**src/design/stb_pkg.sv**
```systemverilog
`timescale 1ns / 1ps
// stb_pkg: widths, command codes and payload types for the soft timer bank
// no dependencies; imported by every other file of the block

package stb_pkg;

    localparam int TIMER_COUNT = 8;
    localparam int TIMER_IDX_W = (TIMER_COUNT > 1) ? $clog2(TIMER_COUNT) : 1;
    localparam int EVENT_W     = 8;

    localparam logic [30:0] UPTIME_WRAP = 31'h7FFF_FFFF;

    localparam logic [2:0] CMD_TICK        = 3'd0;
    localparam logic [2:0] CMD_START_ONCE  = 3'd1;
    localparam logic [2:0] CMD_START_AUTO  = 3'd2;
    localparam logic [2:0] CMD_START_CB    = 3'd3;
    localparam logic [2:0] CMD_STOP        = 3'd4;
    localparam logic [2:0] CMD_CHECK       = 3'd5;
    localparam logic [2:0] CMD_CLEAR_FREE  = 3'd6;
    localparam logic [2:0] CMD_START_DELAY = 3'd7;

    typedef struct packed {
        logic [2:0]  cmd;
        logic [3:0]  timer_id;
        logic [15:0] period;
        logic [31:0] delay_length;
    } t_in_item;

    typedef struct packed {
        logic         check_hit;
        logic [7:0]   callback_events;
        logic         bad_id;
        logic         delay_done;
        logic [30:0]  uptime;
        logic [31:0]  free_run_time;
    } t_out_item;

    typedef struct packed {
        logic [15:0] remaining;
        logic [15:0] reload;
        logic        auto_reload;
        logic        callback_en;
    } t_timer_state;

    typedef struct packed {
        logic [15:0] remaining;
        logic        expire;
        logic        event_hit;
    } t_timer_next;

endpackage

```
**src/design/stb_if.sv**
```systemverilog
`timescale 1ns / 1ps
// stb_in_if, stb_out_if: valid/ready channels for commands and results
// depends on stb_pkg for the payload types

interface stb_in_if;
    logic              valid;
    logic              ready;
    stb_pkg::t_in_item data;

    modport source (output valid, output data, input ready);
    modport sink   (input valid, input data, output ready);
endinterface

interface stb_out_if;
    logic               valid;
    logic               ready;
    stb_pkg::t_out_item data;

    modport source (output valid, output data, input ready);
    modport sink   (input valid, input data, output ready);
endinterface

```
**src/design/stb_timer_step.sv**
```systemverilog
`timescale 1ns / 1ps
// stb_timer_step: shared decrement, zero test and reload unit for one timer
// depends on stb_pkg for the timer state types

module stb_timer_step (
    input  stb_pkg::t_timer_state i_state,
    output stb_pkg::t_timer_next  o_next
);
    import stb_pkg::*;

    logic [15:0] dec;

    assign dec = i_state.remaining - 16'd1;

    always_comb begin
        o_next.remaining = i_state.remaining;
        o_next.expire    = 1'b0;
        o_next.event_hit = 1'b0;
        if (i_state.remaining != 16'd0) begin
            o_next.remaining = dec;
            if (dec == 16'd0) begin
                o_next.expire    = 1'b1;
                o_next.event_hit = i_state.callback_en;
                if (i_state.auto_reload) begin
                    o_next.remaining = i_state.reload;
                end
            end
        end
    end

endmodule

```
**src/design/soft_timer_bank.sv**
```systemverilog
`timescale 1ns / 1ps
// Soft timer bank: TIMER_COUNT 16-bit down-counting timers with delay, uptime
// and free-running counters. A tick command steps the timers one per cycle
// through the single shared decrement unit, then loads the result; every
// other command goes straight to the result load. Ready comes back in the
// idle state that follows the result load. Commands are taken one at a time
// and ready stays low until the result has been loaded into the output
// register, which also waits for the previous result to be taken. Depends
// on stb_pkg, stb_if and stb_timer_step.

module soft_timer_bank (
    input  logic           i_clk,
    input  logic           i_rst_n,
    stb_in_if.sink         i_in,
    stb_out_if.source      o_out
);
    import stb_pkg::*;

    localparam logic [1:0] S_IDLE = 2'd0;
    localparam logic [1:0] S_TICK = 2'd1;
    localparam logic [1:0] S_FIN  = 2'd2;

    localparam logic [TIMER_IDX_W-1:0] LAST_IDX = TIMER_IDX_W'(TIMER_COUNT - 1);
    localparam logic [4:0]             COUNT_5  = 5'(TIMER_COUNT);

    logic [1:0]             r_state, n_state;
    logic [TIMER_IDX_W-1:0] r_idx, n_idx;

    logic [15:0] r_rem    [TIMER_COUNT];
    logic [15:0] n_rem    [TIMER_COUNT];
    logic [15:0] r_reload [TIMER_COUNT];
    logic [15:0] n_reload [TIMER_COUNT];
    logic [TIMER_COUNT-1:0] r_exp, n_exp;
    logic [TIMER_COUNT-1:0] r_auto, n_auto;
    logic [TIMER_COUNT-1:0] r_cb, n_cb;

    logic [31:0]        r_delay, n_delay;
    logic               r_delay_flag, n_delay_flag;
    logic [30:0]        r_uptime, n_uptime;
    logic [31:0]        r_free, n_free;
    logic               r_hit, n_hit;
    logic               r_bad, n_bad;
    logic [EVENT_W-1:0] r_events, n_events;

    logic      r_out_valid, n_out_valid;
    t_out_item r_out, n_out;

    t_timer_state           step_in;
    t_timer_next            step_out;
    logic [TIMER_IDX_W-1:0] sel;
    logic                   id_ok;
    logic [30:0]            up_inc;
    logic [4:0]             idx_ext;

    assign sel     = i_in.data.timer_id[TIMER_IDX_W-1:0];
    assign id_ok   = {1'b0, i_in.data.timer_id} < COUNT_5;
    assign up_inc  = r_uptime + 31'd1;
    assign idx_ext = 5'(r_idx);

    assign step_in.remaining   = r_rem[r_idx];
    assign step_in.reload      = r_reload[r_idx];
    assign step_in.auto_reload = r_auto[r_idx];
    assign step_in.callback_en = r_cb[r_idx];

    stb_timer_step u_step (
        .i_state (step_in),
        .o_next  (step_out)
    );

    assign i_in.ready  = (r_state == S_IDLE);
    assign o_out.valid = r_out_valid;
    assign o_out.data  = r_out;

    always_comb begin
        n_state      = r_state;
        n_idx        = r_idx;
        n_rem        = r_rem;
        n_reload     = r_reload;
        n_exp        = r_exp;
        n_auto       = r_auto;
        n_cb         = r_cb;
        n_delay      = r_delay;
        n_delay_flag = r_delay_flag;
        n_uptime     = r_uptime;
        n_free       = r_free;
        n_hit        = r_hit;
        n_bad        = r_bad;
        n_events     = r_events;
        n_out        = r_out;
        n_out_valid  = r_out_valid;

        if (r_out_valid && o_out.ready) begin
            n_out_valid = 1'b0;
        end

        case (r_state)
            S_IDLE: begin
                if (i_in.valid) begin
                    n_hit    = 1'b0;
                    n_bad    = 1'b0;
                    n_events = '0;
                    n_state  = S_FIN;
                    if (i_in.data.cmd inside {[CMD_START_ONCE:CMD_CHECK]} && !id_ok) begin
                        n_bad = 1'b1;
                    end else begin
                        case (i_in.data.cmd)
                            CMD_TICK: begin
                                if (r_delay != 32'd0) begin
                                    n_delay = r_delay - 32'd1;
                                    if (r_delay == 32'd1) begin
                                        n_delay_flag = 1'b1;
                                    end
                                end
                                n_uptime = (up_inc == UPTIME_WRAP) ? 31'd0 : up_inc;
                                n_free   = r_free + 32'd1;
                                n_idx    = '0;
                                n_state  = S_TICK;
                            end
                            CMD_START_ONCE, CMD_START_AUTO, CMD_START_CB: begin
                                n_rem[sel]    = i_in.data.period;
                                n_reload[sel] = i_in.data.period;
                                n_exp[sel]    = 1'b0;
                                n_auto[sel]   = (i_in.data.cmd != CMD_START_ONCE);
                                if (i_in.data.cmd == CMD_START_CB) begin
                                    n_cb[sel] = 1'b1;
                                end
                            end
                            CMD_STOP: begin
                                n_rem[sel]  = 16'd0;
                                n_exp[sel]  = 1'b0;
                                n_auto[sel] = 1'b0;
                            end
                            CMD_CHECK: begin
                                n_hit      = r_exp[sel];
                                n_exp[sel] = 1'b0;
                            end
                            CMD_CLEAR_FREE: begin
                                n_free = 32'd0;
                            end
                            default: begin
                                if (i_in.data.delay_length != 32'd0) begin
                                    n_delay      = i_in.data.delay_length;
                                    n_delay_flag = 1'b0;
                                end
                            end
                        endcase
                    end
                end
            end
            S_TICK: begin
                n_rem[r_idx] = step_out.remaining;
                if (step_out.expire) begin
                    n_exp[r_idx] = 1'b1;
                end
                for (int b = 0; b < EVENT_W; b++) begin
                    if (step_out.event_hit && (idx_ext == 5'(b))) begin
                        n_events[b] = 1'b1;
                    end
                end
                if (r_idx == LAST_IDX) begin
                    n_state = S_FIN;
                end else begin
                    n_idx = r_idx + 1'b1;
                end
            end
            S_FIN: begin
                if (!r_out_valid || o_out.ready) begin
                    n_out.check_hit       = r_hit;
                    n_out.callback_events = r_events;
                    n_out.bad_id          = r_bad;
                    n_out.delay_done      = r_delay_flag;
                    n_out.uptime          = r_uptime;
                    n_out.free_run_time   = r_free;
                    n_out_valid           = 1'b1;
                    n_state               = S_IDLE;
                end
            end
            default: begin
                n_state = S_IDLE;
            end
        endcase
    end

    always_ff @(posedge i_clk) begin
        if (!i_rst_n) begin
            r_state      <= S_IDLE;
            r_idx        <= '0;
            r_exp        <= '0;
            r_auto       <= '0;
            r_cb         <= '0;
            r_delay      <= '0;
            r_delay_flag <= 1'b0;
            r_uptime     <= '0;
            r_free       <= '0;
            r_hit        <= 1'b0;
            r_bad        <= 1'b0;
            r_events     <= '0;
            r_out_valid  <= 1'b0;
            for (int t = 0; t < TIMER_COUNT; t++) begin
                r_rem[t]    <= '0;
                r_reload[t] <= '0;
            end
        end else begin
            r_state      <= n_state;
            r_idx        <= n_idx;
            r_rem        <= n_rem;
            r_reload     <= n_reload;
            r_exp        <= n_exp;
            r_auto       <= n_auto;
            r_cb         <= n_cb;
            r_delay      <= n_delay;
            r_delay_flag <= n_delay_flag;
            r_uptime     <= n_uptime;
            r_free       <= n_free;
            r_hit        <= n_hit;
            r_bad        <= n_bad;
            r_events     <= n_events;
            r_out_valid  <= n_out_valid;
        end
    end

    always_ff @(posedge i_clk) begin
        r_out <= n_out;
    end

endmodule

```
**src/flat_wrapper.sv**
```systemverilog
// flat-port wrapper written by rule: the top's interface ports become plain ports
module soft_timer_bank_flat import stb_pkg::*;
  (i_clk, i_rst_n, i_in_valid, i_in_data, i_in_ready, o_out_valid, o_out_data, o_out_ready);
  stb_in_if i_in_i ();
  stb_out_if o_out_i ();
  input  logic i_clk;
  input  logic i_rst_n;
  input wire logic [$bits(i_in_i.valid)-1:0] i_in_valid;
  input wire logic [$bits(i_in_i.data)-1:0] i_in_data;
  output wire logic [$bits(i_in_i.ready)-1:0] i_in_ready;
  output wire logic [$bits(o_out_i.valid)-1:0] o_out_valid;
  output wire logic [$bits(o_out_i.data)-1:0] o_out_data;
  input wire logic [$bits(o_out_i.ready)-1:0] o_out_ready;
  assign i_in_i.valid = i_in_valid;
  assign i_in_i.data = i_in_data;
  assign i_in_ready = i_in_i.ready;
  assign o_out_valid = o_out_i.valid;
  assign o_out_data = o_out_i.data;
  assign o_out_i.ready = o_out_ready;
  soft_timer_bank u_core (.i_clk(i_clk), .i_rst_n(i_rst_n), .i_in(i_in_i), .o_out(o_out_i));
endmodule
```
**config.mk**
```make
export PLATFORM = sky130hd
export DESIGN_NAME = soft_timer_bank_flat
export DESIGN_NICKNAME = d
export VERILOG_FILES = /design/src/design/stb_pkg.sv /design/src/design/stb_if.sv /design/src/design/stb_timer_step.sv /design/src/design/soft_timer_bank.sv /design/src/flat_wrapper.sv
export SDC_FILE = /design/constraint.sdc
export NUM_CORES = 1
export LEC_CHECK = 0
export BUFFER_PORTS_ARGS = -buffer_cell sky130_fd_sc_hd__buf_2
export CORE_MARGIN = 5
export CORE_UTILIZATION = 38
export CTS_CLUSTER_SIZE = 40
export DETAILED_ROUTE_END_ITERATION = 10
export GPL_TIMING_DRIVEN = 0
export MAX_ROUTING_LAYER = met4
export SYNTH_ARGS = -nofsm -noshare
export SYNTH_HDL_FRONTEND = slang
export SYNTH_SLANG_ARGS = --single-unit
export TNS_END_PERCENT = 5
```
**constraint.sdc**
```tcl
create_clock -name i_clk -period 6.55 [get_ports i_clk]
set_input_delay 1.31 -clock i_clk [delete_from_list [all_inputs] [get_ports i_clk]]
set_output_delay 1.31 -clock i_clk [all_outputs]
set_load 0.005 [all_outputs]
```
---- Word level (Yosys, flattened, before mapping) ----
Index checks and enable logic that the tools add are counted.
Widths: inputs -> output; s select.
storage, ports and cells
  output and inout bits ................... 76
  input port bits ......................... 59
  flip-flop bits (word level) ............. 466
  word-level logic and storage cells ...... 232
operators by class
  reduce and logical (&&, ||, !) cells .... 53
  $add $sub $neg .......................... 5
  order comparisons ....................... 11
  bitwise logic cells ..................... 11
  equality and inequality tests ........... 37
  mux-type cells .......................... 73
operators with widths
  kind                   number
  $pmux 128 s2           2
  $bwmux 128             3
  $mux 128               2
  $and 128x128->128      1
  $not 128->128          1
  $pmux 32 s2            2
  $mux 16                7
  $bmux 16 s3            2
  $demux 16 s3           2
  $mux 32                2
  $reduce_bool 32->1     2
  $pmux 8 s2             3
  $mux 8                 5
  $mux 18                2
  $add 32x1->32 const B  1
  $eq 32x1->1 const B    1
  $sub 32x1->32 const B  1
  $add 31x1->31 const B  1
  $eq 31x31->1 const B   1
  $mux 31                1
  $ne 2x1->1 const B     14
  $reduce_and 3->1       9
  $mux 1                 22
  $eq 3x3->1 const B     7
  44 further kinds       96

---- Depth between registers and ports, before layout ----
  depth after elaboration ................. 11
  depth in mapped cells ................... 19

---- Hierarchy ----
A second synthesis with hierarchy kept.
second synthesis, totals
  cell total of the unflattened synthesis .. 2,579
  area total of the unflattened synthesis .. 21,753.4 um2
modules (own cells, without submodules)
  module           times used  seq. area each (um2)  area each (um2)  cells an instance
  soft_timer_bank  1           10,069.7              20,963.9         2,466
  stb_timer_step   1           0.0                   789.5            113

---- Worst setup path before layout ----
Ideal clock, no wire load.
  path type ............................... in2reg
  start point ............................. input o_out_ready
  end point ............................... register u_core.r_out (netlist bit u_core.o_out.data[0]), enable pin
  data arrival time ....................... 4.732 ns
  stages on the path ...................... 2
  setup time .............................. 0.515 ns
  buffers on the path ..................... 0
  setup slack ............................. 1.303 ns
  cell sequence ........................... nand2b_1 -> nor2b_1
on the way
  longest elaborated chain between the ends .. 2
RTL lines
  what                        line                    source
  start, declared             flat_wrapper.sv:13      input wire logic [$bits(o_out_i.ready)-1:0] o_out_ready;
  $logic_or 1x1->1            soft_timer_bank.sv:167  if (!r_out_valid || o_out.ready) begin
  $reduce_and 2->1 (no line)  --
  end signal, assigned        soft_timer_bank.sv:223  r_out <= n_out;
  end, declared               soft_timer_bank.sv:46   t_out_item r_out, n_out;
No other way between the ends.
A chain may end at the register's enable or synchronous reset.

---- Worst setup path in the final report ----
  start point ............................. register u_core.r_idx[1]
  end point ............................... register u_core.r_rem[26] (netlist bit)
on the way
  longest elaborated chain between the ends .. 10
  elaborated cells on any way between the ends .. 22
RTL lines
  what                                         line                                                                  source
  start, declared                              soft_timer_bank.sv:27                                                 logic [TIMER_IDX_W-1:0] r_idx, n_idx;
  start signal, assigned                       soft_timer_bank.sv:205                                                r_idx <= n_idx;
  $not 3->4 (implied by the code)              soft_timer_bank.sv:60, soft_timer_bank.sv:61, soft_timer_bank.sv:151
  $bmux 16 s3                                  soft_timer_bank.sv:60                                                 assign step_in.remaining = r_rem[r_idx];
  $mux 16 (implied by the code) (2 in a row)   soft_timer_bank.sv:60
  $sub 16x1->16                                stb_timer_step.sv:13                                                  assign dec = i_state.remaining - 16'd1;
  $logic_not 16->1 or $mux 16 (tied branches)  stb_timer_step.sv:21, stb_timer_step.sv:24
  $mux 18                                      stb_timer_step.sv:21                                                  if (dec == 16'd0) begin
  $mux 18                                      stb_timer_step.sv:19                                                  if (i_state.remaining != 16'd0) begin
  $bwmux 128 (*)                               soft_timer_bank.sv:151                                                n_rem[r_idx] = step_out.remaining;
  $pmux 128 s2 (*)                             soft_timer_bank.sv:96                                                 case (r_state)
  end signal, assigned                         soft_timer_bank.sv:206                                                r_rem <= n_rem;
  end, declared                                soft_timer_bank.sv:29                                                 logic [15:0] r_rem [TIMER_COUNT];
Every way passes the cells marked *; elsewhere a longest branch is shown, timed or not. The select of a mux whose other input is x is not followed.

==> summary.txt <==
Floorplan
  – Initial Utilization: 38.4%
  – FP Rows: 91
  – I/O Pins: 135
  – DIE HEIGHT: 260 µm
  – Die ar.: 67400 µm²
  – Die X: 260 µm
  – Core area: 61700 µm²

Timing
  – Setup Viol. Count Final: 0
  – Final Max Tran Viols: 0
  – Final min period: 6.03 ns
  – Final Cycle Share: 92.1%
  – Fmax: 0.166 GHz
  – Clk_skew: 0.0437 ns
  – Slew HR: 17.3%
  – RSZ-0062 raised after global routing: false
  – Fin. Hold Viols: 0
  – Setup TNS: 0 ns
  – Worst-Margin Slew: 1.24 ns

Global routing
  – Grt total ovfl: 0
  – Number of global-route vias before repair: 22.8k
  – Largest net degree at the start of global routing: 38
  – All-Layer GR Usage: 27.6%
  – Initial antenna violation count: 1
  – First-pass GRT wire length: 142000 µm

Power
  – Logic gate share of total power: 13.5%
  – Seq pwr share: 43.7%
  – Clock network fraction of total power: 42.9%
  – Sw frac: 28.9%
  – Power Density: 258 nW/µm²
  – Psw: 2.02 mW
  – Peak supply drop: 0.192 mV
  – Internal power: 4.97 mW
  – Leakage: 8.72 nW

Synth
  – Syn_nets: 2949
  – Sequential cell area fraction in the yosys report: 42.5%
  – Library cells used by synthesis: 82
  – Ys flop type: dfxtp_1
  – Synth Area in Adders: 0.687%
  – Synth warn: 0
  – Async SR Flop Fraction: 0%
  – Synth Area in Compound Gates: 27.8%
  – Top cells by area, synth: dfxtp_1 (33%), edfxtp_1 (9.4%), a21oi_1 (7.9%)
  – Synth Area in Simple Gates: 19.3%
  – Syn_area_per_cell: 8.23 µm²
  – Syn Inst Count: 2877
  – Largest family of logic cells by synthesized area: compound AO/OA/AOI/OAI gates
  – Yosys top cell area share: 33.1%
  – Synthesized flop and latch total: 466
  – XOR/XNOR Fraction of Synth Area: 1.40%
  – Post-Syn Area: 23700 µm²
  – Area leader, netlist: dfxtp_1
  – EDFF count, synth: 74
  – Mux contribution to synthesized area: 3.89%

Clock network
  – Setup Fix Bufs, Post-CTS: 0
  – Clock Sinks: 466
  – Hold_buf cts: 0
  – Clock latency on the worst-skew pair: 0.63 ns
  – Clock slew at reported path FFs: 0.06 ns
  – CTS buffer count: 52
  – CTS root buf: clkbuf_16
  – H-tree depth: 2
  – CTS tree: built
  – Clk buf depth: 3
  – Post-CTS sizing: 0

Critical path
  – CP endpoint kind: flip-flop
  – Crit-path cells: buf_2 > buf_2 > buf_1 > buf_2 > buf_1 > buf_1 > nand3_1 > a21boi_1 > clkbuf_1 > o21ai_0 > a221oi_1 > nor2_1
  – Crit path from: u_core.r_idx[1]
  – Crit path buffers/inverters: 7
  – CP arrival: 6.55 ns
  – Required time of the critical path: 7.07 ns
  – R2r startpoint: u_core.r_idx[1]
  – Top Family by Delay on Critical Path: buffers and inverters
  – WS Path Type: reg2reg
  – CP max-delay cell: buf_1
  – Critical path's largest stage delay: 0.80 ns
  – Critical path startpoint category: flip-flop
  – Crit path max fanout: 10

Detailed routing
  – Vias per cell: 6.24
  – Initial DRC Count: 3000
  – Post-route ant nets: 0
  – Routed wire length per instance: 24.3 µm
  – Vias: 24.5k
  – First drt pass iteration count: 8
  – DR DRC count: 0
  – WL final: 95500 µm

Final layout
  – Share of cells above drive strength 1: 9.48%
  – Most frequent cells in the layout: nand2_1 (396), dfxtp_1 (392), a21oi_1 (376)
  – Nets: 3122
  – Cell area after layout: 27100 µm²
  – Synthesis-to-layout area growth: 14.4%
  – Commonest non-fill, non-tap cell in the layout: nand2_1

Hold path
  – Hold path startpoint: u_core.r_uptime[11]
  – Worst min-delay path class: reg2reg

Placed design
  – Dpl hpwl: 70000 µm
  – Area after DPL: 25400 µm²
  – Gpl congestion: 1.01
  – Port bufs: 117

Job
  – # Max-Cap Violations: 0

Outcome
  – Status: finished clean
[state kept, by name, summed over array words and instances (netlist names), 3 cells and up]
name	flops
u_core.r_free	32
u_core.r_idx	3
u_core.r_reload	128
u_core.r_auto	8
u_core.r_delay	32
u_core.o_out.data	74
u_core.r_uptime	31
u_core.r_exp	8
u_core.r_cb	8
u_core.r_events	8
u_core.r_rem	128
[logic make-up (layout without fill, tap and decap cells)]
| family | after synthesis | in the layout |
|---|---|---|
| other | 0 | 1 |
| adder cells (fa/ha/maj) | 13 | 13 |
| buffers and inverters | 272 | 487 |
| XOR/XNOR | 38 | 38 |
| AO/OA/AOI/OAI | 1034 | 1034 |
| flip-flops | 466 | 466 |
| AND/OR/NAND/NOR | 989 | 989 |
| multiplexers | 65 | 65 |
[through the flow]
| stage | utilization (%) | worst slack (ns) | total power, mW | instances | hold WS (ns) |
|---|---|---|---|---|---|
| after floorplan | - | 1.30 | 3.66 | 2877 | 0.406 |
| after detailed placement | 41.1 | 1.01 | 4.02 | 3833 | 0.413 |
| after CTS | 43.9 | 0.973 | 6.99 | 3929 | 0.427 |
| final | 43.9 | 0.518 | 6.99 | 3930 | 0.426 |
| after global placement | 41.0 | 0.0536 | 4.00 | 3831 | 0.414 |
| after global routing | 43.9 | 0.554 | 7.19 | 3930 | 0.451 |
[layout make-up]
cell class                 instances  area (µm²)
clock inverter                    23         272
inverter                          27         101
clock buffer                      73        1460
fill                            6157       34600
buffer                           245         962
antenna                            1        2.50
timing repair buffer             119         626
tap                              837        1050
sequential                       466       10100
multi-input combinational       2139       12600
[routing by layer]
layer  GRT usage, %  up-vias  part of all wire, %
met3           4.84      333                  9.7
met5              -        -                    0
met4           12.2        0                  5.0
li1               -    11000                    -
met2           42.3     1483                   44
met1           35.9    11700                   41
[worst paths after layout]
kind                                end  slack [ns]  depth (start not counted)
hold reg to reg   u_core.o_out.data[43]        0.43                          0
hold / removal    u_core.o_out.data[43]        0.43                          0
setup / recovery       u_core.r_rem[26]        0.52                         12
setup reg to reg       u_core.r_rem[26]        0.52                         12
[cells in the mapped netlist (all sizes together), types with 47 or more instances]
cell type / count
a21oi: 376
edfxtp: 74
a22oi: 134
o21ai: 106
clkbuf: 198
nand3: 52
nor2: 255
o21a: 97
buf: 47
nand2: 396
dfxtp: 392
o22ai: 136
nor3: 57
[power groups by stage]
stage                     logic, mW  registers (mW)  clock network, mW
after global routing          0.996            3.06               3.14
after floorplan               0.559            3.10                  0
after detailed placement      0.911            3.11                  0
after global placement        0.893            3.11                  0
after CTS                     0.915            3.05               3.03
final                         0.941            3.05               2.99
No activity file was read; power rests on OpenSTA's default activity.
